**src/design/bccd_pkg.sv**
```systemverilog
// Shared types and constants for the button click detector.
`default_nettype none
package bccd_pkg;

    // Widths fixed by the interface
    localparam int TS_W  = 32;
    localparam int CFG_W = 16;
    localparam int ACT_W = 2;
    localparam int IDX_W = 2;

    // Action codes
    localparam logic [ACT_W-1:0] ACT_SCAN = 2'd0;
    localparam logic [ACT_W-1:0] ACT_POP  = 2'd1;
    localparam logic [ACT_W-1:0] ACT_INIT = 2'd2;

    // Configuration register indexes
    localparam logic [IDX_W-1:0] CFG_DEBOUNCE  = 2'd0;
    localparam logic [IDX_W-1:0] CFG_DBL_CLICK = 2'd1;
    localparam logic [IDX_W-1:0] CFG_MIN_PRESS = 2'd2;

    // Configuration reset values
    localparam logic [CFG_W-1:0] RST_DEBOUNCE  = 16'd10;
    localparam logic [CFG_W-1:0] RST_DBL_CLICK = 16'd250;
    localparam logic [CFG_W-1:0] RST_MIN_PRESS = 16'd5;

    // Command queue and result queue sizes
    localparam int CQ_DEPTH  = 2;
    localparam int CQ_AW     = 1;
    localparam int OQ_DEPTH  = 2;
    localparam int OQ_AW     = 1;

    typedef struct packed {
        logic [ACT_W-1:0] action;
        logic [1:0]       pressed;   // active high, bit i = button i
        logic [TS_W-1:0]  now;
    } t_cmd;

    typedef struct packed {
        logic [CFG_W-1:0] debounce;
        logic [CFG_W-1:0] dbl_click;
        logic [CFG_W-1:0] min_press;
    } t_cfg;

    // Per-button control from the back end
    typedef struct packed {
        logic scan;
        logic init;
    } t_btn_ctl;

    // Event request from one button
    typedef struct packed {
        logic push;
        logic kind;   // 0 short press, 1 double click
    } t_ev;

endpackage
`default_nettype wire

```
**src/design/button_click_double_click_detector.sv**
```systemverilog
// Top level of the two-button debounce and click detector.
//
//  channel  direction  transfer when          payload
//  -------  ---------  ---------------------  --------------------------------------
//  input    in         push & !full           i_action, i_pin_level_0/1, i_now_ms
//  result   out        pop & !empty           o_event_valid, o_button_index, o_click_kind
//  config   in         i_cfg_valid & ready    i_cfg_index, i_cfg_data
//
// One item per cycle sustained while full stays low. A command waits in the front queue
// and executes from its head; a pop's ring read passes the read stage register into the
// result queue, from whose head it can be taken with pop high and empty low.
// When both buttons emit events in one scan, the second waits in the pending register and
// holds the back end (the ring memory takes one write per cycle). Reset is synchronous,
// active low, and needs no clearing pass. full stalls only when the two-entry command
// queue backs up; pops stall in the back end while the result queue has no room.
`default_nettype none
module button_click_double_click_detector #(
    parameter int RING_DEPTH = 8
) (
    input  wire logic                       i_clk,
    input  wire logic                       i_rst_n,
    input  wire logic                       push,
    output logic                            full,
    input  wire logic [bccd_pkg::ACT_W-1:0] i_action,
    input  wire logic                       i_pin_level_0,
    input  wire logic                       i_pin_level_1,
    input  wire logic [bccd_pkg::TS_W-1:0]  i_now_ms,
    output logic                            empty,
    input  wire logic                       pop,
    output logic                            o_event_valid,
    output logic                            o_button_index,
    output logic                            o_click_kind,
    input  wire logic                       i_cfg_valid,
    output logic                            o_cfg_ready,
    input  wire logic [bccd_pkg::IDX_W-1:0] i_cfg_index,
    input  wire logic [bccd_pkg::CFG_W-1:0] i_cfg_data
);

    bccd_pkg::t_cfg     r_cfg;
    bccd_pkg::t_cmd     cmd;
    bccd_pkg::t_btn_ctl ctl;
    bccd_pkg::t_ev      ev0, ev1;
    logic               cmd_valid, cmd_ready;

    // Configuration: always ready, writes to unknown indexes are ignored.
    assign o_cfg_ready = 1'b1;

    always_ff @(posedge i_clk) begin
        if (!i_rst_n) begin
            r_cfg.debounce  <= bccd_pkg::RST_DEBOUNCE;
            r_cfg.dbl_click <= bccd_pkg::RST_DBL_CLICK;
            r_cfg.min_press <= bccd_pkg::RST_MIN_PRESS;
        end else if (i_cfg_valid) begin
            unique case (i_cfg_index)
                bccd_pkg::CFG_DEBOUNCE:  r_cfg.debounce  <= i_cfg_data;
                bccd_pkg::CFG_DBL_CLICK: r_cfg.dbl_click <= i_cfg_data;
                bccd_pkg::CFG_MIN_PRESS: r_cfg.min_press <= i_cfg_data;
                default: r_cfg <= r_cfg;
            endcase
        end
    end

    // Front: accept and classify items, queue them for the back end.
    bccd_front u_front (
        .i_clk         (i_clk),
        .i_rst_n       (i_rst_n),
        .i_push        (push),
        .o_full        (full),
        .i_action      (i_action),
        .i_pin_level_0 (i_pin_level_0),
        .i_pin_level_1 (i_pin_level_1),
        .i_now_ms      (i_now_ms),
        .o_cmd_valid   (cmd_valid),
        .o_cmd         (cmd),
        .i_cmd_ready   (cmd_ready)
    );

    // Button state: both buttons update in the same cycle; the back end
    // orders their events with button 0 first.
    bccd_btn u_btn0 (
        .i_clk     (i_clk),
        .i_rst_n   (i_rst_n),
        .i_ctl     (ctl),
        .i_cfg     (r_cfg),
        .i_pressed (cmd.pressed[0]),
        .i_now     (cmd.now),
        .o_ev      (ev0)
    );

    bccd_btn u_btn1 (
        .i_clk     (i_clk),
        .i_rst_n   (i_rst_n),
        .i_ctl     (ctl),
        .i_cfg     (r_cfg),
        .i_pressed (cmd.pressed[1]),
        .i_now     (cmd.now),
        .o_ev      (ev1)
    );

    // Back: event ring, pop reads and the result queue.
    bccd_back #(
        .RING_DEPTH (RING_DEPTH)
    ) u_back (
        .i_clk          (i_clk),
        .i_rst_n        (i_rst_n),
        .i_cmd_valid    (cmd_valid),
        .i_cmd          (cmd),
        .o_cmd_ready    (cmd_ready),
        .i_ev0          (ev0),
        .i_ev1          (ev1),
        .o_ctl          (ctl),
        .i_pop          (pop),
        .o_empty        (empty),
        .o_event_valid  (o_event_valid),
        .o_button_index (o_button_index),
        .o_click_kind   (o_click_kind)
    );

endmodule
`default_nettype wire

```
**src/design/bccd_front.sv**
```systemverilog
// Front end: accepts input items, drops unused actions, queues commands.
`default_nettype none
module bccd_front (
    input  wire logic                  i_clk,
    input  wire logic                  i_rst_n,
    input  wire logic                  i_push,
    output logic                       o_full,
    input  wire logic [bccd_pkg::ACT_W-1:0] i_action,
    input  wire logic                  i_pin_level_0,
    input  wire logic                  i_pin_level_1,
    input  wire logic [bccd_pkg::TS_W-1:0]  i_now_ms,
    output logic                       o_cmd_valid,
    output bccd_pkg::t_cmd             o_cmd,
    input  wire logic                  i_cmd_ready
);

    bccd_pkg::t_cmd r_q [bccd_pkg::CQ_DEPTH];
    logic [bccd_pkg::CQ_AW-1:0] r_wp, r_rp;
    logic [bccd_pkg::CQ_AW:0]   r_cnt, n_cnt;
    logic                       known, enq, deq;
    bccd_pkg::t_cmd             cmd_in;

    always_comb begin
        known = (i_action == bccd_pkg::ACT_SCAN) || (i_action == bccd_pkg::ACT_POP) ||
                (i_action == bccd_pkg::ACT_INIT);
        cmd_in.action  = i_action;
        cmd_in.pressed = {~i_pin_level_1, ~i_pin_level_0};
        cmd_in.now     = i_now_ms;
    end

    assign o_full      = (r_cnt == (bccd_pkg::CQ_AW + 1)'(bccd_pkg::CQ_DEPTH));
    assign o_cmd_valid = (r_cnt != '0);
    assign o_cmd       = r_q[r_rp];
    // drop unused action codes at the door
    assign enq = i_push && !o_full && known;
    assign deq = o_cmd_valid && i_cmd_ready;

    always_comb begin
        n_cnt = r_cnt + {{bccd_pkg::CQ_AW{1'b0}}, enq} - {{bccd_pkg::CQ_AW{1'b0}}, deq};
    end

    always_ff @(posedge i_clk) begin
        if (!i_rst_n) begin
            r_wp  <= '0;
            r_rp  <= '0;
            r_cnt <= '0;
        end else begin
            if (enq) begin
                r_wp <= r_wp + 1'b1;
            end
            if (deq) begin
                r_rp <= r_rp + 1'b1;
            end
            r_cnt <= n_cnt;
        end
    end

    always_ff @(posedge i_clk) begin
        if (enq) begin
            r_q[r_wp] <= cmd_in;
        end
    end

endmodule
`default_nettype wire

```
**src/design/bccd_btn.sv**
```systemverilog
// Per-button debounce and click classification.
`default_nettype none
module bccd_btn (
    input  wire logic                      i_clk,
    input  wire logic                      i_rst_n,
    input  bccd_pkg::t_btn_ctl             i_ctl,
    input  bccd_pkg::t_cfg                 i_cfg,
    input  wire logic                      i_pressed,
    input  wire logic [bccd_pkg::TS_W-1:0] i_now,
    output bccd_pkg::t_ev                  o_ev
);

    localparam int PAD = bccd_pkg::TS_W - bccd_pkg::CFG_W;

    logic r_raw, r_stable, r_pending;
    logic n_stable, n_pending;
    logic [bccd_pkg::TS_W-1:0] r_raw_time, r_press_time, r_click_time;
    logic [bccd_pkg::TS_W-1:0] n_press_time, n_click_time;
    logic [bccd_pkg::TS_W-1:0] t_raw, d_raw, d_press, d_click;
    logic raw_chg, stable_chg, long_hold, in_window, click_set;

    always_comb begin
        raw_chg    = (i_pressed != r_raw);
        t_raw      = raw_chg ? i_now : r_raw_time;
        d_raw      = i_now - t_raw;
        d_press    = i_now - r_press_time;
        d_click    = i_now - r_click_time;
        stable_chg = (d_raw >= {{PAD{1'b0}}, i_cfg.debounce}) && (r_stable != i_pressed);
        long_hold  = (d_press >= {{PAD{1'b0}}, i_cfg.min_press});
        in_window  = (d_click <= {{PAD{1'b0}}, i_cfg.dbl_click});

        n_stable     = r_stable;
        n_pending    = r_pending;
        n_press_time = r_press_time;
        n_click_time = r_click_time;
        click_set    = 1'b0;
        o_ev         = '0;

        if (stable_chg) begin
            n_stable = i_pressed;
            if (i_pressed) begin
                n_press_time = i_now;
            end else if (long_hold) begin
                o_ev.push = 1'b1;
                if (r_pending && in_window) begin
                    o_ev.kind = 1'b1;
                    n_pending = 1'b0;
                end else begin
                    o_ev.kind    = 1'b0;
                    n_pending    = 1'b1;
                    n_click_time = i_now;
                    click_set    = 1'b1;
                end
            end else begin
                n_pending = 1'b0;
            end
        end
        // expire a pending click that is past the window
        if (n_pending && !click_set && !in_window) begin
            n_pending = 1'b0;
        end
    end

    always_ff @(posedge i_clk) begin
        if (!i_rst_n) begin
            r_raw        <= 1'b0;
            r_stable     <= 1'b0;
            r_pending    <= 1'b0;
            r_raw_time   <= '0;
            r_press_time <= '0;
            r_click_time <= '0;
        end else if (i_ctl.init) begin
            r_raw        <= i_pressed;
            r_stable     <= i_pressed;
            r_pending    <= 1'b0;
            r_raw_time   <= i_now;
            r_press_time <= '0;
            r_click_time <= '0;
        end else if (i_ctl.scan) begin
            r_raw        <= i_pressed;
            r_stable     <= n_stable;
            r_pending    <= n_pending;
            r_raw_time   <= t_raw;
            r_press_time <= n_press_time;
            r_click_time <= n_click_time;
        end
    end

endmodule
`default_nettype wire

```
**src/design/bccd_back.sv**
```systemverilog
// Back end: executes commands, owns the event ring and the result queue.
`default_nettype none
module bccd_back #(
    parameter int RING_DEPTH = 8
) (
    input  wire logic       i_clk,
    input  wire logic       i_rst_n,
    input  wire logic       i_cmd_valid,
    input  bccd_pkg::t_cmd  i_cmd,
    output logic            o_cmd_ready,
    input  bccd_pkg::t_ev   i_ev0,
    input  bccd_pkg::t_ev   i_ev1,
    output bccd_pkg::t_btn_ctl o_ctl,
    input  wire logic       i_pop,
    output logic            o_empty,
    output logic            o_event_valid,
    output logic            o_button_index,
    output logic            o_click_kind
);

    localparam int PW = (RING_DEPTH > 1) ? $clog2(RING_DEPTH) : 1;
    localparam logic [PW-1:0] LAST = PW'(RING_DEPTH - 1);
    localparam int CW = bccd_pkg::OQ_AW + 1;

    function automatic logic [PW-1:0] ring_next(input logic [PW-1:0] p);
        return (p == LAST) ? '0 : p + PW'(1);
    endfunction

    logic is_scan, is_pop, is_init, take, credit, ring_hit, out_pop;
    logic wr_en;
    logic [1:0] wr_data;   // bit0 button, bit1 kind
    logic [PW-1:0] r_head, r_tail, n_head, n_tail, head_nx;
    logic r_pend_valid, n_pend_valid, r_pend_kind, n_pend_kind;
    logic [1:0] r_ring [RING_DEPTH];
    logic [1:0] r_rd_data;
    logic r_rd_valid, r_rd_hit;
    logic [2:0] r_oq [bccd_pkg::OQ_DEPTH];   // {valid, kind, button}
    logic [bccd_pkg::OQ_AW-1:0] r_oq_wp, r_oq_rp;
    logic [CW-1:0] r_oq_cnt;

    always_comb begin
        is_scan = (i_cmd.action == bccd_pkg::ACT_SCAN);
        is_pop  = (i_cmd.action == bccd_pkg::ACT_POP);
        is_init = (i_cmd.action == bccd_pkg::ACT_INIT);
        out_pop = i_pop && !o_empty;
        // room for a result counting the one in the read stage
        credit  = ({1'b0, r_oq_cnt} + {{CW{1'b0}}, r_rd_valid}) <
                  ((CW + 1)'(bccd_pkg::OQ_DEPTH) + {{CW{1'b0}}, out_pop});
        o_cmd_ready = !r_pend_valid && (!is_pop || credit);
        take        = i_cmd_valid && o_cmd_ready;
        o_ctl.scan  = take && is_scan;
        o_ctl.init  = take && is_init;
    end

    // ring write: button 0 first, a second event waits in the pending register
    always_comb begin
        wr_en        = 1'b0;
        wr_data      = '0;
        n_pend_valid = r_pend_valid;
        n_pend_kind  = r_pend_kind;
        priority if (r_pend_valid) begin
            wr_en        = 1'b1;
            wr_data      = {r_pend_kind, 1'b1};
            n_pend_valid = 1'b0;
        end else if (o_ctl.scan && i_ev0.push) begin
            wr_en        = 1'b1;
            wr_data      = {i_ev0.kind, 1'b0};
            n_pend_valid = i_ev1.push;
            n_pend_kind  = i_ev1.kind;
        end else if (o_ctl.scan && i_ev1.push) begin
            wr_en   = 1'b1;
            wr_data = {i_ev1.kind, 1'b1};
        end else begin
            wr_en = 1'b0;
        end
    end

    always_comb begin
        ring_hit = (r_head != r_tail);
        head_nx  = ring_next(r_head);
        n_head   = r_head;
        n_tail   = r_tail;
        priority if (o_ctl.init) begin
            n_head = '0;
            n_tail = '0;
        end else if (wr_en) begin
            n_head = head_nx;
            if (head_nx == r_tail) begin
                n_tail = ring_next(r_tail);   // drop the oldest event
            end
        end else if (take && is_pop && ring_hit) begin
            n_tail = ring_next(r_tail);
        end else begin
            n_head = r_head;
        end
    end

    always_ff @(posedge i_clk) begin
        if (!i_rst_n) begin
            r_head       <= '0;
            r_tail       <= '0;
            r_pend_valid <= 1'b0;
            r_rd_valid   <= 1'b0;
            r_oq_wp      <= '0;
            r_oq_rp      <= '0;
            r_oq_cnt     <= '0;
        end else begin
            r_head       <= n_head;
            r_tail       <= n_tail;
            r_pend_valid <= n_pend_valid;
            r_rd_valid   <= take && is_pop;
            if (r_rd_valid) begin
                r_oq_wp <= r_oq_wp + 1'b1;
            end
            if (out_pop) begin
                r_oq_rp <= r_oq_rp + 1'b1;
            end
            r_oq_cnt <= r_oq_cnt + {{(CW-1){1'b0}}, r_rd_valid} - {{(CW-1){1'b0}}, out_pop};
        end
    end

    always_ff @(posedge i_clk) begin
        r_pend_kind <= n_pend_kind;
        r_rd_hit    <= ring_hit;
        if (wr_en) begin
            r_ring[r_head] <= wr_data;
        end
        if (take && is_pop) begin
            r_rd_data <= r_ring[r_tail];
        end
        if (r_rd_valid) begin
            r_oq[r_oq_wp] <= {r_rd_hit, r_rd_hit & r_rd_data[1], r_rd_hit & r_rd_data[0]};
        end
    end

    assign o_empty        = (r_oq_cnt == '0);
    assign o_event_valid  = r_oq[r_oq_rp][2];
    assign o_click_kind   = r_oq[r_oq_rp][1];
    assign o_button_index = r_oq[r_oq_rp][0];

    a_pend_once: assert property (@(posedge i_clk) disable iff (!i_rst_n)
        r_pend_valid |=> !r_pend_valid)
        else $error("second ring write held more than one cycle");

    a_oq_bound: assert property (@(posedge i_clk) disable iff (!i_rst_n)
        r_oq_cnt <= CW'(bccd_pkg::OQ_DEPTH))
        else $error("result queue count out of range");

    a_oq_room: assert property (@(posedge i_clk) disable iff (!i_rst_n)
        r_rd_valid |-> (r_oq_cnt < CW'(bccd_pkg::OQ_DEPTH) || out_pop))
        else $error("read result arrives at a full result queue");

    a_ring_nonempty: assert property (@(posedge i_clk) disable iff (!i_rst_n)
        wr_en |=> (r_head != r_tail))
        else $error("ring empty right after an event write");

endmodule
`default_nettype wire

```
**config.mk**
```make
export PLATFORM = sky130hd
export DESIGN_NAME = button_click_double_click_detector
export DESIGN_NICKNAME = d
export VERILOG_FILES = /design/src/design/bccd_pkg.sv /design/src/design/button_click_double_click_detector.sv /design/src/design/bccd_front.sv /design/src/design/bccd_btn.sv /design/src/design/bccd_back.sv
export SDC_FILE = /design/constraint.sdc
export NUM_CORES = 1
export LEC_CHECK = 0
export ABC_AREA = 1
export CELL_PAD_IN_SITES_DETAIL_PLACEMENT = 2
export CELL_PAD_IN_SITES_GLOBAL_PLACEMENT = 2
export CORE_ASPECT_RATIO = 1.75
export CORE_MARGIN = 10
export CORE_UTILIZATION = 37
export CTS_CLUSTER_DIAMETER = 50
export DETAILED_ROUTE_END_ITERATION = 6
export DONT_BUFFER_PORTS = 1
export PLACE_DENSITY = 0.78
export SETUP_SLACK_MARGIN = 0.15
export SYNTH_ARGS = -nofsm -noshare
export SYNTH_HDL_FRONTEND = slang
export SYNTH_SLANG_ARGS = --single-unit
```
**constraint.sdc**
```tcl
create_clock -name i_clk -period 5.8 [get_ports i_clk]
set_input_delay 0.29 -clock i_clk [delete_from_list [all_inputs] [get_ports i_clk]]
set_output_delay 0.29 -clock i_clk [all_outputs]
set_load 0.02 [all_outputs]
```
==> qor.csv <==
metric,value,unit
status,finished with violations,
failing checks,setup timing,
area delta synth->final,18.42,%
max_cap viols,0,
"CTS clk-pin slew, worst paths",80,ps
Total Routed Length,174.0,mm
Synth area leaders,"dfxtp_1, nand2_1, ha_1, edfxtp_1, inv_1",
slowest CP cell,nor2_4,
vias,34750,
DRC Markers,0,
busiest layer in global routing,met2,
initial antenna violation count,12,
CORE AREA,80630,sq um
Mapped Avg Cell Area,6.668,sq um
Rel. slew slack,13.56,%
Synth area leader,dfxtp_1,
most frequent cells in the layout,"nand2_1, inv_1, nor2_1",
grt ovf,0,
"EDFF count, synth",97,
1st-iter DRT viols,2086,
f_max,0.1706,GHz
"commonest non-fill, non-tap cell in the layout",nand2_1,
layout cells sized above 1,12.47,%
leakage dissipation,15.76,nW
cts bufs inserted,46,
# setup viols final,1,
final net count,5071,
R2R cell count,31,
Synth cell types,66,
CTS Buffer Depth,3,
Tot Pwr,26.43,mW
Reg2Reg Setup Slack,-60,ps
Syn Inst Count,4490,
final worst path period need,5863,ps
Die X,235.0,microns
Starting Density,37.13,%
WP data required,6360,ps
Worst Path Arrival,6420,ps
Avg WL per Cell,29.85,microns
"Top FF cell, synth",dfxtp_1,
number of fill cells in the layout,9765,
"Seq/Total Area, Yosys",27.45,%
Final Worst Setup Slack,-62.72,ps
Port Buf Inserts,0,
reg2reg end,u_btn1.r_click_time[5]$_SDFFE_PP0P_,
met3 usage,4.279,%
startpoint types,register,
register area,8222,sq um
VDD IR max,0.3122,mV
critical path's largest stage delay,710,ps
Synth top area share,17.72,%
htree depth,2,
die height,396.3,microns
DP Worst Slack,-686.0,ps
Crit. End Element,register,
hpwl dp,129.9,mm
Worst Max-Slew Pin Slew,1295,ps
RSZ-0062 raised after global routing,yes,
largest net degree at the start of global routing,75,
PwrDens,745.5,nW/um^2
Clock Skews,50.70,ps
fin. max-slew vios,0,
Final Util,43.97,%
root buffer cell,clkbuf_16,
final worst path period share,101.1,%
vias per std cell,5.961,
worst min path class,in -> reg,
"FF+latch count, synth",362,
Worst Hold Path EP,r_cfg[4]$_SDFFE_PN0P_,
hold wc startpoint,i_cfg_data[4],
area of the multi-input gates,19060,sq um
Crit Path Class,reg -> reg,
DRT Pass-1 Iters,5,
FP Rows,138,
hold depth,2,
setup TNS,-62.72,ps
Post-DRT Antenna Nets,0,
"Hold Vio Cnt, Final",0,
placed instance area,32500,sq um
met1 Track Usage GR,29.11,%
Mapped Nets,4827,
CP Max Fanout,27,
"FFs w/ async S/R, synth",0,%
YS warnings,0,
Final Instance Area,35450,sq um
total track usage,34.50,%
number of global-route vias before repair,38570,
first-pass GRT wire length,242.1,mm
CTS sink cnt,362,
global placer's final weighted congestion,0.9696,
met2 usage in global routing,66.92,%
num ports,65,
Skew-Pair Late Insertion Delay,650,ps
Post-Syn Area,29940,sq um
TritonCTS clock tree,yes,
"most used cell, CP",nand2_1,
full die area,93140,sq um
[critical path, delay by kind of cell, from the launching register on]
kind,cells,cell delay (ps)
xor gates and xnor gates,1,250
adders and majority gates,2,560
buffers and inverters,8,1300
DFF,1,460
and+or+nand+nor,13,1860
AOI/OAI and AO/OA,7,1260
[cells in the mapped netlist, types with 32 or more instances]
master / number
a21oi_1: 377
a31oi_1: 69
clkbuf_1: 64
dfxtp_1: 265
edfxtp_1: 97
ha_1: 274
inv_1: 689
nand2_1: 1050
nand2_2: 32
nand3_1: 172
nand4_1: 75
nor2_1: 382
nor3_1: 54
o21ai_0: 331
o21ai_1: 66
or2_2: 52
xor2_1: 101
[layout make-up]
type | instances | share of cell area (%)
Inverter | 707 | 7.510
Tap cell | 1050 | 3.706
Multi-Input combinational cell | 3314 | 53.76
Sequential cell | 362 | 23.19
Clock buffer | 57 | 3.508
Timing Repair Buffer | 303 | 7.429
Antenna cell | 9 | 0.06353
Clock inverter | 27 | 0.8294
[per-stage QoR]
step	hold slack (ps)	cells
floorplan	388.9	4490
CTS	14.23	5802
global route	51.65	5827
detailed placement	389.0	5658
finish	19.13	5829
global placement	389.0	5658
[registers in the layout, indices dropped and copies added, names as in the netlist, 2 cells and up, named ones only]
register and cells:
r_cfg 48, u_back.r_head 3, u_back.r_oq 6, u_back.r_oq_cnt 2, u_back.r_rd_data 2, u_back.r_ring 16, u_back.r_tail 3, u_btn0.r_click_time 32
u_btn0.r_press_time 32, u_btn0.r_raw_time 32, u_btn1.r_click_time 32, u_btn1.r_press_time 32, u_btn1.r_raw_time 32, u_front.r_cnt 2, u_front.r_q 72
[kinds of logic (layout without fill, tap and decap cells)]
logic type / after synthesis / count (layout) / synth area share (%)
AO/OA/AOI/OAI: 1023 / 1023 / 19.24
XOR/XNOR: 132 / 132 / 3.862
adder cells (fa/ha/maj): 278 / 278 / 11.72
buffers and inverters: 815 / 1094 / 10.82
flip-flops: 362 / 362 / 27.45
multiplexers: 4 / 4 / 0.1463
other: 1 / 10 / 0.01253
AND/OR/NAND/NOR: 1875 / 1876 / 26.75
[timing repair]
action,CTS,global route
pin swaps,2,20
resized for setup,35,127
hold buffers,59,0
cloned,1,1
setup endpoints to repair,154,172
setup buffers,0,17
hold endpoints to repair,150,0
[report_power, final]
part | switching (mW) | internal, mW | leakage, nW
clock | 1.42 | 1.69 | 0.755
sequential | 0.303 | 3.00 | 3.03
combinational | 13.7 | 6.33 | 12.0
[routing by layer]
layer / wire length [microns] / vias up
met3: 7436 / 832
met1: 53240 / 17250
met5: 17 / -
met4: 21500 / 4
li1: - / 15300
met2: 91810 / 1370
[how the worst max path moves through the flow]
stage,slack (ps),startpoint,end,cells past startpoint
after global placement,-510,register,u_back.r_pend_kind$_DFFE_PP_,31
after floorplan,760,register,u_btn1.r_click_time[12]$_SDFFE_PP0P_,33
after global routing,-250,register,u_btn1.r_click_time[5]$_SDFFE_PP0P_,37
after detailed placement,-690,register,u_back.r_pend_kind$_DFFE_PP_,31
final,-60,register,u_btn1.r_click_time[5]$_SDFFE_PP0P_,31
after CTS,120,register,u_back.r_pend_kind$_DFFE_PP_,33
Power figures use the tool's default switching activity.
